--- src/rtl/core/tlru_pkg.sv ---
// package for the two-list lru tracker: codes, state type, control structs
`default_nettype none
package tlru_pkg;

  localparam int TLRU_ENTRIES = 64;
  localparam int IDX_W        = 6;
  localparam int LVL_W        = 2;

  localparam logic [LVL_W-1:0] LVL_NONE     = 2'd0;
  localparam logic [LVL_W-1:0] LVL_INACTIVE = 2'd1;
  localparam logic [LVL_W-1:0] LVL_ACTIVE   = 2'd2;

  localparam logic FUNC_PROMOTE = 1'b0;
  localparam logic FUNC_DEMOTE  = 1'b1;

  typedef enum logic [2:0] {
    ST_CLEAR,
    ST_IDLE,
    ST_REMOVE,
    ST_APPEND,
    ST_FINISH
  } tlru_state_t;

  typedef struct packed {
    logic clr_we;
    logic lookup;
    logic remove;
    logic append;
    logic load_out;
  } tlru_cmd_t;

  typedef struct packed {
    logic clr_done;
    logic out_free;
  } tlru_status_t;

endpackage
`default_nettype wire

--- src/rtl/core/tlru_ctrl.sv ---
// controller state machine of the two-list lru tracker
`default_nettype none
module tlru_ctrl
  import tlru_pkg::*;
(
  input  wire logic         clk,
  input  wire logic         rst,
  input  wire logic         in_valid,
  output logic              in_stall,
  input  wire tlru_status_t status,
  output tlru_cmd_t         cmd
);

  tlru_state_t state;
  tlru_state_t state_next;

  always_ff @(posedge clk) begin
    if (rst) begin
      state <= ST_CLEAR;
    end else begin
      state <= state_next;
    end
  end

  always_comb begin
    state_next = state;
    unique case (state)
      ST_CLEAR: begin
        if (status.clr_done) state_next = ST_IDLE;
      end
      ST_IDLE: begin
        if (in_valid) state_next = ST_REMOVE;
      end
      ST_REMOVE: state_next = ST_APPEND;
      ST_APPEND: state_next = ST_FINISH;
      ST_FINISH: begin
        if (status.out_free) state_next = ST_IDLE;
      end
      default: state_next = ST_CLEAR;
    endcase
  end

  always_comb begin
    cmd      = '0;
    in_stall = 1'b1;
    unique case (state)
      ST_CLEAR: cmd.clr_we = 1'b1;
      ST_IDLE: begin
        in_stall   = 1'b0;
        cmd.lookup = in_valid;
      end
      ST_REMOVE: cmd.remove   = 1'b1;
      ST_APPEND: cmd.append   = 1'b1;
      ST_FINISH: cmd.load_out = status.out_free;
      default: cmd = '0;
    endcase
  end

endmodule
`default_nettype wire

--- src/rtl/core/tlru_datapath.sv ---
// datapath of the two-list lru tracker: level and link memories, list heads, result register
`default_nettype none
module tlru_datapath
  import tlru_pkg::*;
#(
  parameter int ENTRIES = TLRU_ENTRIES
) (
  input  wire logic             clk,
  input  wire logic             rst,
  input  wire tlru_cmd_t        cmd,
  output tlru_status_t          status,
  input  wire logic [IDX_W-1:0] entry_index,
  input  wire logic             func,
  output logic                  out_valid,
  input  wire logic             out_stall,
  output logic [LVL_W-1:0]      new_level,
  output logic                  error,
  output logic                  active_empty,
  output logic [IDX_W-1:0]      active_oldest,
  output logic                  inactive_empty,
  output logic [IDX_W-1:0]      inactive_oldest
);

  localparam int IW = $clog2(ENTRIES);

  typedef struct packed {
    logic [IW-1:0] first;
    logic [IW-1:0] last;
    logic          empty;
  } lane_t;

  logic [LVL_W-1:0] level_mem [ENTRIES];
  logic [IW-1:0]    next_mem  [ENTRIES];
  logic [IW-1:0]    prev_mem  [ENTRIES];

  logic [IW-1:0]    clr_cnt;
  logic [IW-1:0]    req_idx;
  logic             req_func;
  logic             req_ok;
  logic [LVL_W-1:0] lvl_q;
  logic [IW-1:0]    p_q;
  logic [IW-1:0]    n_q;
  logic             ap_act_q;
  logic             ap_ina_q;
  logic [LVL_W-1:0] res_lvl;
  logic             res_err;
  lane_t            act;
  lane_t            ina;

  logic [IW-1:0]    rd_addr;
  logic             rm_act;
  logic             rm_ina;
  logic             ap_act;
  logic             ap_ina;
  logic [LVL_W-1:0] lvl_d;
  logic             err_d;
  lane_t            rm_lane;
  lane_t            rm_lane_next;
  logic             rm_any;
  logic             rm_single;
  lane_t            ap_lane;
  lane_t            ap_lane_next;
  logic             ap_any;

  logic             lv_we;
  logic [IW-1:0]    lv_addr;
  logic [LVL_W-1:0] lv_data;
  logic             nx_we;
  logic [IW-1:0]    nx_addr;
  logic [IW-1:0]    nx_data;
  logic             pv_we;
  logic [IW-1:0]    pv_addr;
  logic [IW-1:0]    pv_data;

  assign rd_addr = IW'(entry_index);

  // clearing sweep of the level store after reset
  always_ff @(posedge clk) begin
    if (rst) begin
      clr_cnt <= '0;
    end else if (cmd.clr_we) begin
      clr_cnt <= clr_cnt + 1'b1;
    end
  end

  assign status.clr_done = (clr_cnt == IW'(ENTRIES - 1));
  assign status.out_free = !out_valid || !out_stall;

  // request capture
  always_ff @(posedge clk) begin
    if (cmd.lookup) begin
      req_idx  <= rd_addr;
      req_func <= func;
      req_ok   <= (int'(entry_index) < ENTRIES);
    end
  end

  // action plan from the stored level
  always_comb begin
    rm_act = 1'b0;
    rm_ina = 1'b0;
    ap_act = 1'b0;
    ap_ina = 1'b0;
    lvl_d  = LVL_NONE;
    err_d  = 1'b0;
    if (req_ok) begin
      lvl_d = lvl_q;
      if (req_func == FUNC_PROMOTE) begin
        if (lvl_q == LVL_ACTIVE) begin
          rm_act = 1'b1;
          ap_act = 1'b1;
        end else if (lvl_q == LVL_INACTIVE) begin
          rm_ina = 1'b1;
          ap_act = 1'b1;
          lvl_d  = LVL_ACTIVE;
        end else begin
          ap_ina = 1'b1;
          lvl_d  = LVL_INACTIVE;
        end
      end else begin
        if (lvl_q == LVL_ACTIVE) begin
          rm_act = 1'b1;
          ap_ina = 1'b1;
          lvl_d  = LVL_INACTIVE;
        end else if (lvl_q == LVL_INACTIVE) begin
          rm_ina = 1'b1;
          lvl_d  = LVL_NONE;
        end else begin
          err_d = 1'b1;
        end
      end
    end
  end

  // unlink
  assign rm_any    = rm_act || rm_ina;
  assign rm_lane   = rm_act ? act : ina;
  assign rm_single = (rm_lane.first == req_idx) && (rm_lane.last == req_idx);

  always_comb begin
    rm_lane_next = rm_lane;
    if (!rm_lane.empty) begin
      if (rm_single) begin
        rm_lane_next = '{first: '0, last: '0, empty: 1'b1};
      end else begin
        if (rm_lane.first == req_idx) rm_lane_next.first = n_q;
        if (rm_lane.last == req_idx)  rm_lane_next.last  = p_q;
      end
    end
  end

  // tail insert, on the lists as left by the unlink
  assign ap_any  = ap_act_q || ap_ina_q;
  assign ap_lane = ap_act_q ? act : ina;

  always_comb begin
    ap_lane_next = ap_lane;
    if (ap_lane.empty) begin
      ap_lane_next = '{first: req_idx, last: req_idx, empty: 1'b0};
    end else begin
      ap_lane_next.last = req_idx;
    end
  end

  always_ff @(posedge clk) begin
    if (cmd.remove) begin
      ap_act_q <= ap_act;
      ap_ina_q <= ap_ina;
      res_lvl  <= lvl_d;
      res_err  <= err_d;
    end
  end

  always_ff @(posedge clk) begin
    if (rst) begin
      act <= '{first: '0, last: '0, empty: 1'b1};
      ina <= '{first: '0, last: '0, empty: 1'b1};
    end else if (cmd.remove) begin
      if (rm_act) act <= rm_lane_next;
      if (rm_ina) ina <= rm_lane_next;
    end else if (cmd.append) begin
      if (ap_act_q) act <= ap_lane_next;
      if (ap_ina_q) ina <= ap_lane_next;
    end
  end

  // memory write selection
  always_comb begin
    lv_we   = cmd.clr_we || (cmd.remove && req_ok && !err_d);
    lv_addr = cmd.clr_we ? clr_cnt : req_idx;
    lv_data = cmd.clr_we ? LVL_NONE : lvl_d;

    nx_we   = 1'b0;
    nx_addr = p_q;
    nx_data = n_q;
    pv_we   = 1'b0;
    pv_addr = n_q;
    pv_data = p_q;
    if (cmd.remove && rm_any && !rm_lane.empty && !rm_single) begin
      nx_we = (rm_lane.first != req_idx);
      pv_we = (rm_lane.last != req_idx);
    end else if (cmd.append && ap_any && !ap_lane.empty) begin
      nx_we   = 1'b1;
      nx_addr = ap_lane.last;
      nx_data = req_idx;
      pv_we   = 1'b1;
      pv_addr = req_idx;
      pv_data = ap_lane.last;
    end
  end

  always_ff @(posedge clk) begin
    if (lv_we) level_mem[lv_addr] <= lv_data;
    if (cmd.lookup) lvl_q <= level_mem[rd_addr];
  end

  always_ff @(posedge clk) begin
    if (nx_we) next_mem[nx_addr] <= nx_data;
    if (cmd.lookup) n_q <= next_mem[rd_addr];
  end

  always_ff @(posedge clk) begin
    if (pv_we) prev_mem[pv_addr] <= pv_data;
    if (cmd.lookup) p_q <= prev_mem[rd_addr];
  end

  // result register
  always_ff @(posedge clk) begin
    if (rst) begin
      out_valid <= 1'b0;
    end else if (cmd.load_out) begin
      out_valid <= 1'b1;
    end else if (!out_stall) begin
      out_valid <= 1'b0;
    end
  end

  always_ff @(posedge clk) begin
    if (cmd.load_out) begin
      new_level       <= res_lvl;
      error           <= res_err;
      active_empty    <= act.empty;
      active_oldest   <= act.empty ? '0 : IDX_W'(act.first);
      inactive_empty  <= ina.empty;
      inactive_oldest <= ina.empty ? '0 : IDX_W'(ina.first);
    end
  end

endmodule
`default_nettype wire

--- src/rtl/core/two_list_lru_tracker_top.sv ---
// Two-list lru tracker: an accepted request runs through unlink, tail insert and result
// load into the result register. Items are taken one at a time (lookup, unlink, tail
// insert, result load), set by the single write port of each link memory, which unlink
// and tail insert each need. A stalled result holds the block in its last step until the
// result is taken. Reset (rst, synchronous) empties both lists and then sweeps the level
// store to zero, one entry a cycle through all ENTRIES, with in_stall high during the sweep.
`default_nettype none
module two_list_lru_tracker_top
  import tlru_pkg::*;
#(
  parameter int ENTRIES = TLRU_ENTRIES
) (
  input  wire logic             clk,
  input  wire logic             rst,
  // request channel
  input  wire logic             in_valid,
  output logic                  in_stall,
  input  wire logic [IDX_W-1:0] entry_index,
  input  wire logic             func,
  // result channel
  output logic                  out_valid,
  input  wire logic             out_stall,
  output logic [LVL_W-1:0]      new_level,
  output logic                  error,
  output logic                  active_empty,
  output logic [IDX_W-1:0]      active_oldest,
  output logic                  inactive_empty,
  output logic [IDX_W-1:0]      inactive_oldest
);

  // commands from the sequencer, status back from the datapath
  tlru_cmd_t    cmd;
  tlru_status_t status;

  // sequencer: clear sweep, then lookup / unlink / insert / result per item
  tlru_ctrl u_ctrl (
    .clk      (clk),
    .rst      (rst),
    .in_valid (in_valid),
    .in_stall (in_stall),
    .status   (status),
    .cmd      (cmd)
  );

  // memories, list head/tail registers and the result register
  tlru_datapath #(
    .ENTRIES (ENTRIES)
  ) u_datapath (
    .clk             (clk),
    .rst             (rst),
    .cmd             (cmd),
    .status          (status),
    .entry_index     (entry_index),
    .func            (func),
    .out_valid       (out_valid),
    .out_stall       (out_stall),
    .new_level       (new_level),
    .error           (error),
    .active_empty    (active_empty),
    .active_oldest   (active_oldest),
    .inactive_empty  (inactive_empty),
    .inactive_oldest (inactive_oldest)
  );

endmodule
`default_nettype wire

--- config.mk ---
export PLATFORM = sky130hd
export DESIGN_NAME = two_list_lru_tracker_top
export DESIGN_NICKNAME = d
export VERILOG_FILES = /design/src/rtl/core/tlru_pkg.sv /design/src/rtl/core/tlru_ctrl.sv /design/src/rtl/core/tlru_datapath.sv /design/src/rtl/core/two_list_lru_tracker_top.sv
export SDC_FILE = /design/constraint.sdc
export NUM_CORES = 1
export LEC_CHECK = 0
export ABC_CLOCK_PERIOD_IN_PS = 7450
export BUFFER_PORTS_ARGS = -buffer_cell sky130_fd_sc_hd__buf_2
export CORE_AREA = 3 3 436 266
export DETAILED_ROUTE_END_ITERATION = 8
export DIE_AREA = 0 0 439 269
export PLACE_DENSITY_LB_ADDON = 0.08
export SYNTH_ARGS = -nofsm -noshare
export SYNTH_HDL_FRONTEND = slang
export SYNTH_SLANG_ARGS = --single-unit
--- constraint.sdc ---
create_clock -name clk -period 7.45 [get_ports clk]
set_input_delay 0.3725 -clock clk [delete_from_list [all_inputs] [get_ports clk]]
set_output_delay 0.3725 -clock clk [all_outputs]
set_load 0.01 [all_outputs]
### Word-level counts from Yosys, hierarchy flattened

Memory sizes are Yosys's and may differ from the RTL's. A register that Yosys moved wholly into a read port is not among the register bits.
Index checks and enable logic that the tools add are counted.

| operators by class | value |
|---|---|
| reductions and logical operators | 24 |
| equal/unequal tests | 17 |
| add/sub/neg operators | 1 |
| multiplexer cells | 56 |

Operator list:

| kind | count |
|---|---|
| 2-to-1 mux 13 bit | 11 |
| 2-to-1 mux 6 bit | 8 |
| 2-to-1 mux 1 bit | 26 |
| case mux 3 bit (5 select lines) | 1 |
| == test 6 bit | 2 |
| 2-to-1 mux 12 bit | 1 |
| 2-to-1 mux 2 bit | 6 |
| != test 6 bit | 2 |
| 2-to-1 mux 3 bit | 3 |
| AND reduction 3 bit | 3 |
| != test 2 bit, second input constant | 4 |
| logical AND 1 bit | 7 |
| adder 6 x 1 -> 6 bit, second input constant | 1 |
| == test 3 x 2 -> 1 bit, second input constant | 2 |
| == test 6 bit, second input constant | 1 |
| zero test 1 bit | 6 |
| nonzero test 2 bit | 3 |
| logical OR 1 bit | 4 |
| != test 2 x 1 -> 1 bit, second input constant | 2 |
| == test 3 x 1 -> 1 bit, second input constant | 1 |
| == test 3 bit, second input constant | 1 |
| zero test 3 bit | 1 |
| == test 2 x 1 -> 1 bit, second input constant | 1 |
| == test 2 bit, second input constant | 1 |

| word-level totals | value |
|---|---|
| logic and storage cells | 122 |
| flip-flop bits (word level) | 65 |
| memories kept | 3 |
| input bits | 11 |
| RAM bits | 896 |

Memory list:

| memory | words | bits a word | read ports | clocked after memory_dff | wr ports | RTL line | source |
|---|---|---|---|---|---|---|---|
| u_datapath.next_mem | 64 | 6 | 1 | 1 | 1 | tlru_datapath.sv:33 | `logic [IW-1:0] next_mem [ENTRIES];` |
| u_datapath.prev_mem | 64 | 6 | 1 | 1 | 1 | tlru_datapath.sv:34 | `logic [IW-1:0] prev_mem [ENTRIES];` |
| u_datapath.level_mem | 64 | 2 | 1 | 1 | 1 | tlru_datapath.sv:32 | `logic [LVL_W-1:0] level_mem [ENTRIES];` |

### Logic depth before layout (Yosys ltp)

Gate-level depths: netlist of run 1.

| logic depth | value |
|---|---|
| word-level depth | 10 |
| mapped depth | 11 |
| mapped depth without buffers | 8 |

### By module

Synthesis of run 1 repeated with hierarchy kept, for this count alone.

| unflattened totals | value |
|---|---|
| cell total of the unflattened synthesis | 2,023 |
| area total of the unflattened synthesis | 39,952.1 um2 |

By module, submodules not included:

| module | times used | area each (um2) | cells an instance |
|---|---|---|---|
| tlru_datapath | 1 | 39,751.9 | 2,000 |
| tlru_ctrl | 1 | 200.2 | 23 |

### Worst setup path before layout of run 1

Ideal clock, no wire load.

| timing | value |
|---|---|
| kind | reg2reg |
| from | register u_datapath.ap_act_q |
| to | memory u_datapath.prev_mem[0][2] (netlist bit), data pin |
| clock period less this slack | 4,798 ps |
| cell stages (with the launch flop) | 6 |
| path slack | 2,652 ps |
| arrival | 4,076 ps |
| path through | edfxtp_1 buf_2 mux2i_1 o2111ai_1 clkbuf_1 a21boi_0 |

| on the way | value |
|---|---|
| longest elaborated chain between the ends | 5 |
| elaborated cells between the ends (all ways) | 7 |
| those cells by class | 3 x mux; 4 x reduce/logical |

Ends and longest elaborated chain:

| item | RTL line | source |
|---|---|---|
| start, declared | tlru_datapath.sv:43 | `logic ap_act_q;` |
| start signal, assigned | tlru_datapath.sv:167 | `ap_act_q <= ap_act;` |
| 2-to-1 mux 13 bit / logical OR 1 bit (equally long branches) | tlru_datapath.sv:154, tlru_datapath.sv:153 |  |
| zero test 1 bit / logical AND 1 bit (equally long branches) | tlru_datapath.sv:202 | `end else if (cmd.append && ap_any && !ap_lane.empty) begin` |
| logical AND 1 bit | tlru_datapath.sv:202 |  |
| 2-to-1 mux 6 bit * (2 in series) | - |  |
| net u_datapath.nx_addr[2] | tlru_datapath.sv:69 | `logic [IW-1:0] nx_addr;` |
| end, declared | tlru_datapath.sv:34 |  |

Mark *: on every way through the listed nets, which the timed path passes. The rest lies on a longest branch.

### Worst setup path in the final report of run 1

| timing | value |
|---|---|
| from | register u_datapath.ap_act_q |
| to | memory u_datapath.next_mem[16][5] (netlist bit) (enable) |

| on the way | value |
|---|---|
| elaborated cells between the ends (all ways) | 11 |
| those cells by class | 7 x mux; 4 x reduce/logical |

RTL lines:

| item | RTL line | source |
|---|---|---|
| 2-to-1 mux 13 bit / logical OR 1 bit (equally long branches) | tlru_datapath.sv:154, tlru_datapath.sv:153 |  |
| zero test 1 bit / logical AND 1 bit (equally long branches) | tlru_datapath.sv:202 |  |
| logical AND 1 bit | tlru_datapath.sv:202 |  |
| 2-to-1 mux 6 bit * | tlru_datapath.sv:202 |  |
| 2-to-1 mux 6 bit * | tlru_datapath.sv:199 | `if (cmd.remove && rm_any && !rm_lane.empty && !rm_single) begin` |
| net u_datapath.nx_addr[4] | tlru_datapath.sv:69 |  |
| end, declared | tlru_datapath.sv:33 |  |

Marks and branches as above.

==> flow_summary.toml, run 1 <==
[run_status]
run_status = "completed"

[power]
power.leakage_uw = 0.0132
combinationalPowerShare = 0.035
internal_power_uw = 8550
max-vdd-ir-drop_uv = 152
pwr-share-clk = 0.422
p_switching_uw = 2380
sw_frac_of_total = 0.218
seq_power_share = 0.542
pwr_density_cell_nw_per_um2 = 248

[routing]
drt-total-wl_um = 112000
average_vias_per_placed_instance = 5.54
remaining_drc_errors = 0
drtAntennaViolNets = 0
first_pass_iters = 5
avgRoutedWirePerCell_um = 29.9
vias = 20819
first_iter_violations = 2510

[yosys]
syn-cell-area_sq_um = 39200
synth_area_per_cell_sq_um = 18.3
synth_warnings = 0
synthDistinctLibCells = 58
synth_top_flop_cell = "edfxtp_1"
ys_async_sr_fraction = 0
synth_enable_flop_cells = 939
syn-num-nets = 2151
synth_seq_area_share = 0.738
post_synth_main_area_contributors = "edfxtp_1, mux4_2, nor2_1, dfxtp_1, a22oi_1"
post_synthesis_cells = 2136
yosysTopAreaCell = "edfxtp_1"
yosysTopAreaCellShare = 0.720
synth-seq-cells = 975

[global_route]
use_met1 = 0.312
first_pass_grt_wire_length_um = 158000
grt_util_met2 = 0.245
globalRouteTotalUtil = 0.190
met3_usage = 0.0564
initial_antenna_violation_count = 5
grt-ovfl-total = 0
grt_most_used_layer = "met1"
pin_count_of_the_biggest_net_entering_global_routing = 92
grt_pass1_vias = 20705

[clock_network]
worstSkewPairLatency_ns = 0.71
register_clock_pin_slew_on_the_reported_worst_setup_and_hold_paths_ns = 0.06
clock_tree.root_cell = "clkbuf_16"
number_of_cts_inserted_buffers = 94
post_cts_buffers = 0
clockBufferDepth = 3
tritoncts_num_sinks = 975
h_tree_level_count = 3
post_cts.resized_instances = 0
clock_tree_from_tritoncts = "yes"

[floorplan]
fp.coreArea_sq_um = 112000
fp.dieH_um = 269
die_w_um = 439
die_footprint_sq_um = 118000
start_util = 0.351
row_count = 95
io-pin-count = 30

[min_path]
hold_depth = 4
worstHoldStart = "in_valid"
hold-path-endpoint = "u_ctrl.state[0]"
worst_hold_path_type = "primary input to flip-flop"

[finish]
final-seq-area_sq_um = 28900
final_cells = 3761
multiInputGateArea_sq_um = 9820
layout_common_cells = "edfxtp_1, nor2_1, mux4_2, clkbuf_16, nand2_1"
fillCellCount = 10093
area_delta_synth_final_pct = 12.5
layout_commonest_cell = "edfxtp_1"
final_nets = 2198
final_layout_size_suffix_gt1_frac = 0.207

[critical_path]
critical-path-top-delay-family = "simple AND/OR/NAND/NOR gates"
rrSetupSlack_ns = 2.88
worst_setup_path_startpoint = "u_datapath.ap_act_q"
worst-endpoint-required_ns = 7.78
worstPathBufferInverterCount = 4
worst_r2r_path_depth = 9
critical_path.slowest_cell = "o2111a_1"
setup.worst_path.class = "flip-flop to flip-flop"
worstPathCellList = "buf_4 -> mux2i_1 -> buf_4 -> o2111a_1 -> mux2_2 -> inv_2 -> buf_4 -> nand3_1 -> nor2_1"
crit_end_element = "flip-flop"
biggest_cell_delay_along_the_critical_path_ns = 0.80
crit_path_start_kind = "flip-flop"
critical_path.most_common_cell = "buf_4"
reg2reg_to = "u_datapath.next_mem[16][5]"
critPathMaxFanout = 65
r2r_start = "u_datapath.ap_act_q"
worst_ep_arrival_time_ns = 4.90

[sta]
min_period_ns = 4.57
final.hold.worst_slack_ns = 0.0977
setup-tns-final_ns = 0
min_period_over_period = 0.614
count_of_endpoints_failing_hold_in_the_final_timing_report = 0
final-setup-viol-count = 0
timing.final.max_slew_violations = 0
fmax_mhz = 219
max-slew-margin-rel = 0.146
rsz0062_at_grt = "false"
worstMarginPinSlew_ns = 1.27
skew_ns = 0.0350

[placement]
numPortBuffers = 29
placed_cells_incl_taps = 3588
finalWeightedCongestion = 0.818
detailed_place_hpwl_um = 74200

[flow_run]
max-cap-violations = 0
-- power by group through the flow --
stage	registers [uW]	logic, uW	clock network [uW]
after CTS	5930	392	4730
after detailed placement	6040	390	0
after floorplan	6040	249	0
after global placement	6040	389	0
after global routing	5920	411	4960
final	5930	388	4610
-- how the worst max path moves through the flow --
stage / end / slack [ns] / cells after the start
2_1_floorplan: u_datapath.prev_mem[0][2] / 2.65 / 5
3_3_place_gp: u_datapath.next_mem[8][2] / 3.05 / 9
3_5_place_dp: u_datapath.next_mem[22][5] / 2.81 / 9
4_1_cts: u_datapath.next_mem[18][5] / 2.80 / 9
5_1_grt: u_datapath.next_mem[18][4] / 2.53 / 9
6_report: u_datapath.next_mem[16][5] / 2.88 / 9
-- synthesized netlist by cell type, types with 4 or more instances --
master,instances
a2111oi_2,4
a211oi_1,39
a21o_1,9
a21oi_1,54
a221o_1,7
a221oi_1,8
a22oi_1,84
and2_1,8
buf_1,12
buf_2,29
clkbuf_1,75
dfxtp_1,36
edfxtp_1,939
ha_1,4
inv_1,15
mux2_2,6
mux2i_1,43
mux4_2,224
nand2_1,91
nand2b_1,15
nand3_1,11
nand3b_1,8
nand4_1,4
nor2_1,246
nor2b_1,31
nor3_1,24
nor3b_1,6
o21ai_0,14
o21ai_1,11
o31ai_1,4
or3_1,5
or4_1,14
xnor2_1,9
xor2_1,8
-- cells by family (layout without fill, tap and decap cells) --
group / count (synthesis) / count (layout) / share of synthesized area
xor+xnor: 17 / 17 / 0.00380
other cells: 0 / 2 / 0
buf+inv: 135 / 255 / 0.0142
flops: 975 / 975 / 0.738
compound gates: 255 / 255 / 0.0459
simple gates: 477 / 477 / 0.0552
fa+ha+maj: 4 / 4 / 0.00128
mux: 273 / 273 / 0.142
-- sequential cells by signal, indices dropped and copies added, names as in the netlist, 2 cells and up --
signal,cells
u_datapath.next_mem,384
u_datapath.prev_mem,384
u_datapath.level_mem,128
u_datapath.act,13
u_datapath.ina,13
u_datapath.active_oldest,6
u_datapath.clr_cnt,6
u_datapath.inactive_oldest,6
u_datapath.n_q,6
u_datapath.p_q,6
u_datapath.req_idx,6
u_ctrl.state,3
u_datapath.lvl_q,2
u_datapath.new_level,2
u_datapath.res_lvl,2
-- timing repair --
item | CTS | global route
hold buffers | 2 | 0
endpoints found under the hold margin | 2 | 0
setup endpoints to repair | 0 | 0
-- tightest hold or removal path: stages --
cell and delay (ns):
buf_2 0.10, o21ai_0 0.07, a21oi_1 0.14, nor2_1 0.05
-- per-layer routing --
layer	share of wire	vias up
li1	-	8744
met1	0.50	11152
met2	0.39	791
met3	0.091	132
met4	0.015	0
met5	0	-
-- stage by stage --
step | utilization | worst slack (ns) | total power, uW | cell area, sq um
5_1_grt | 0.394 | 2.53 | 11300 | 44100
3_3_place_gp | 0.368 | 3.05 | 6430 | 41100
2_1_floorplan | - | 2.65 | 6290 | 39200
3_5_place_dp | 0.368 | 2.81 | 6430 | 41100
4_1_cts | 0.394 | 2.80 | 11100 | 44100
6_report | 0.394 | 2.88 | 10900 | 44100
-- layout make-up --
class	instances	area share
timing repair buffer	69	0.0110
clock buffer	107	0.0554
antenna	2	0.000114
sequential	975	0.656
tap	1503	0.0427
multi-input combinational	1026	0.223
clock inverter	62	0.0103
inverter	17	0.00145
No activity file was read; power rests on OpenSTA's default activity.
==> inputs of run 2 (changes only) <==
--- a/config.mk
+++ b/config.mk
@@ -5,7 +5,7 @@
 export SDC_FILE = /design/constraint.sdc
 export NUM_CORES = 1
 export LEC_CHECK = 0
-export ABC_CLOCK_PERIOD_IN_PS = 7450
+export ABC_CLOCK_PERIOD_IN_PS = 4100
 export BUFFER_PORTS_ARGS = -buffer_cell sky130_fd_sc_hd__buf_2
 export CORE_AREA = 3 3 436 266
 export DETAILED_ROUTE_END_ITERATION = 8
==> constraint.sdc (replaced) <==
create_clock -name clk -period 4.1 [get_ports clk]
set_input_delay 0.205 -clock clk [delete_from_list [all_inputs] [get_ports clk]]
set_output_delay 0.205 -clock clk [all_outputs]
set_load 0.01 [all_outputs]
==> run 2 against run 1 <==
Die area stayed put; sequential share of layout area is 1.3 points lower; design area is 2.0% higher; setup slack worse by 2.3 ns; sequential cell count stayed put; clock power is 92% higher; wire length is 1.9% higher.
==> flow_summary.toml, run 2 (synthesis gave the netlist of run 1 again) <==
[run_status]
run_status = "completed"

[sta]
final-setup-viol-count = 0
fmax_mhz = 281
min_period_ns = 3.56
setup-tns-final_ns = 0
min_period_over_period = 0.868
max-slew-margin-rel = 0.264
skew_ns = 0.0204
worstMarginPinSlew_ns = 1.10
count_of_endpoints_failing_hold_in_the_final_timing_report = 0
timing.final.max_slew_violations = 0
rsz0062_at_grt = "false"

[placement]
detailed_place_hpwl_um = 77200
finalWeightedCongestion = 0.818
detailed_place.area_sq_um = 41800
numPortBuffers = 29

[floorplan]
die_footprint_sq_um = 118000
io-pin-count = 30
die_w_um = 439
start_util = 0.351
row_count = 95
fp.coreArea_sq_um = 112000
fp.dieH_um = 269

[critical_path]
critPathMaxFanout = 15
critical-path-top-delay-family = "simple AND/OR/NAND/NOR gates"
crit_path_start_kind = "flip-flop"
critical_path.slowest_cell = "o32a_1"
worstPathBufferInverterCount = 3
worst-endpoint-required_ns = 4.43
critical_path.most_common_cell = "nor2_1"
worstPathCellList = "inv_1 -> ha_1 -> buf_12 -> mux2i_1 -> xnor2_1 -> or2_2 -> nor2_1 -> o32a_1 -> buf_4 -> nor2_1"
worst_ep_arrival_time_ns = 3.89
crit_end_element = "flip-flop"
biggest_cell_delay_along_the_critical_path_ns = 0.51
setup.worst_path.class = "flip-flop to flip-flop"

[finish]
final_nets = 2276
fillCellCount = 10063
layout_common_cells = "edfxtp_1, nor2_1, mux4_2, buf_4, clkbuf_16"
top_regs = "u_datapath.next_mem: 384 flops, u_datapath.prev_mem: 384 flops, u_datapath.level_mem: 128 flops"
final-seq-area_sq_um = 28900
final_area_sq_um = 44900
area_delta_synth_final_pct = 14.7
multiInputGateArea_sq_um = 9770
final_layout_size_suffix_gt1_frac = 0.231
layout_commonest_cell = "edfxtp_1"

[clock_network]
worstSkewPairLatency_ns = 0.70
number_of_cts_inserted_buffers = 93
post_cts_buffers = 0
post_cts_hold_buffer_count = 7
register_clock_pin_slew_on_the_reported_worst_setup_and_hold_paths_ns = 0.07
h_tree_level_count = 3
clockBufferDepth = 3
clock_tree.root_cell = "clkbuf_16"
clock_tree_from_tritoncts = "yes"
tritoncts_num_sinks = 975
post_cts.resized_instances = 0

[routing]
remaining_drc_errors = 0
drtAntennaViolNets = 0
avgRoutedWirePerCell_um = 29.8
average_vias_per_placed_instance = 5.50
vias = 21153
first_iter_violations = 2322
first_pass_iters = 8
drt-total-wl_um = 115000

[power]
power.leakage_uw = 0.0137
max-vdd-ir-drop_uv = 310
finalPower_uw = 20300
pwr_density_cell_nw_per_um2 = 453

[min_path]
worst_hold_path_type = "primary input to flip-flop"

[global_route]
grt-ovfl-total = 0
first_pass_grt_wire_length_um = 162000
initial_antenna_violation_count = 9
globalRouteTotalUtil = 0.194
grt_pass1_vias = 20868
pin_count_of_the_biggest_net_entering_global_routing = 65

[flow_run]
max-cap-violations = 0
-- run 2: changes by cell type in the layout (fill, tap and decap cells not counted), sizes merged --
cell         change
buf             +74
bufinv           +8
clkbuf           +1
clkinv           -6
diode            +3
dlygate4sd3      +5
-- run 2: path summary, 6_finish.rpt --
path	start	end	slack [ns]	cells after the start
setup / recovery	u_datapath.lvl_q[0]	u_datapath.prev_mem[22][4]	0.54	10
hold / removal	entry_index[3]	u_datapath.req_idx[3]	0.13	1
setup reg to reg	u_datapath.lvl_q[0]	u_datapath.prev_mem[22][4]	0.54	10
hold reg to reg	u_datapath.res_err	u_datapath.error	0.42	0
-- run 2: power breakdown --
group / total [uW] / internal [uW] / switching, uW
clock: 8830 / 4900 / 3920
combinational: 754 / 298 / 456
sequential: 10800 / 10800 / 8.45
-- run 2: metal layers --
| metal | GRT usage | wire, um |
|---|---|---|
| met5 | 0 | 0 |
| met4 | 0.0324 | 1460 |
| met3 | 0.0618 | 11100 |
| met1 | 0.323 | 58300 |
| met2 | 0.244 | 43800 |
-- run 2: final cells by class --
cell class,count,share of cell area
sequential,975,0.643
antenna,5,0.000278
tap,1503,0.0418
clock inverter,64,0.0150
timing repair buffer,148,0.0276
multi-input combinational,1026,0.217
inverter,17,0.00142
clock buffer,108,0.0530
-- run 2: worst register-to-register path, cell delays in order, from the launching register on --
cell	delay, ns
edfxtp_1	0.42
inv_1	0.08
ha_1	0.43
buf_12	0.21
mux2i_1	0.30
xnor2_1	0.18
or2_2	0.19
nor2_1	0.07
o32a_1	0.51
buf_4	0.28
nor2_1	0.51
-- run 2: stage by stage --
step	hold WS, ns	setup WS [ns]	instances	util
2_1_floorplan	0.304	0.376	2136	-
3_3_place_gp	0.410	0.638	3662	0.374
3_5_place_dp	0.401	0.574	3662	0.374
4_1_cts	0.0691	0.544	3841	0.402
5_1_grt	0.0893	0.275	3842	0.402
6_report	0.133	0.541	3846	0.402
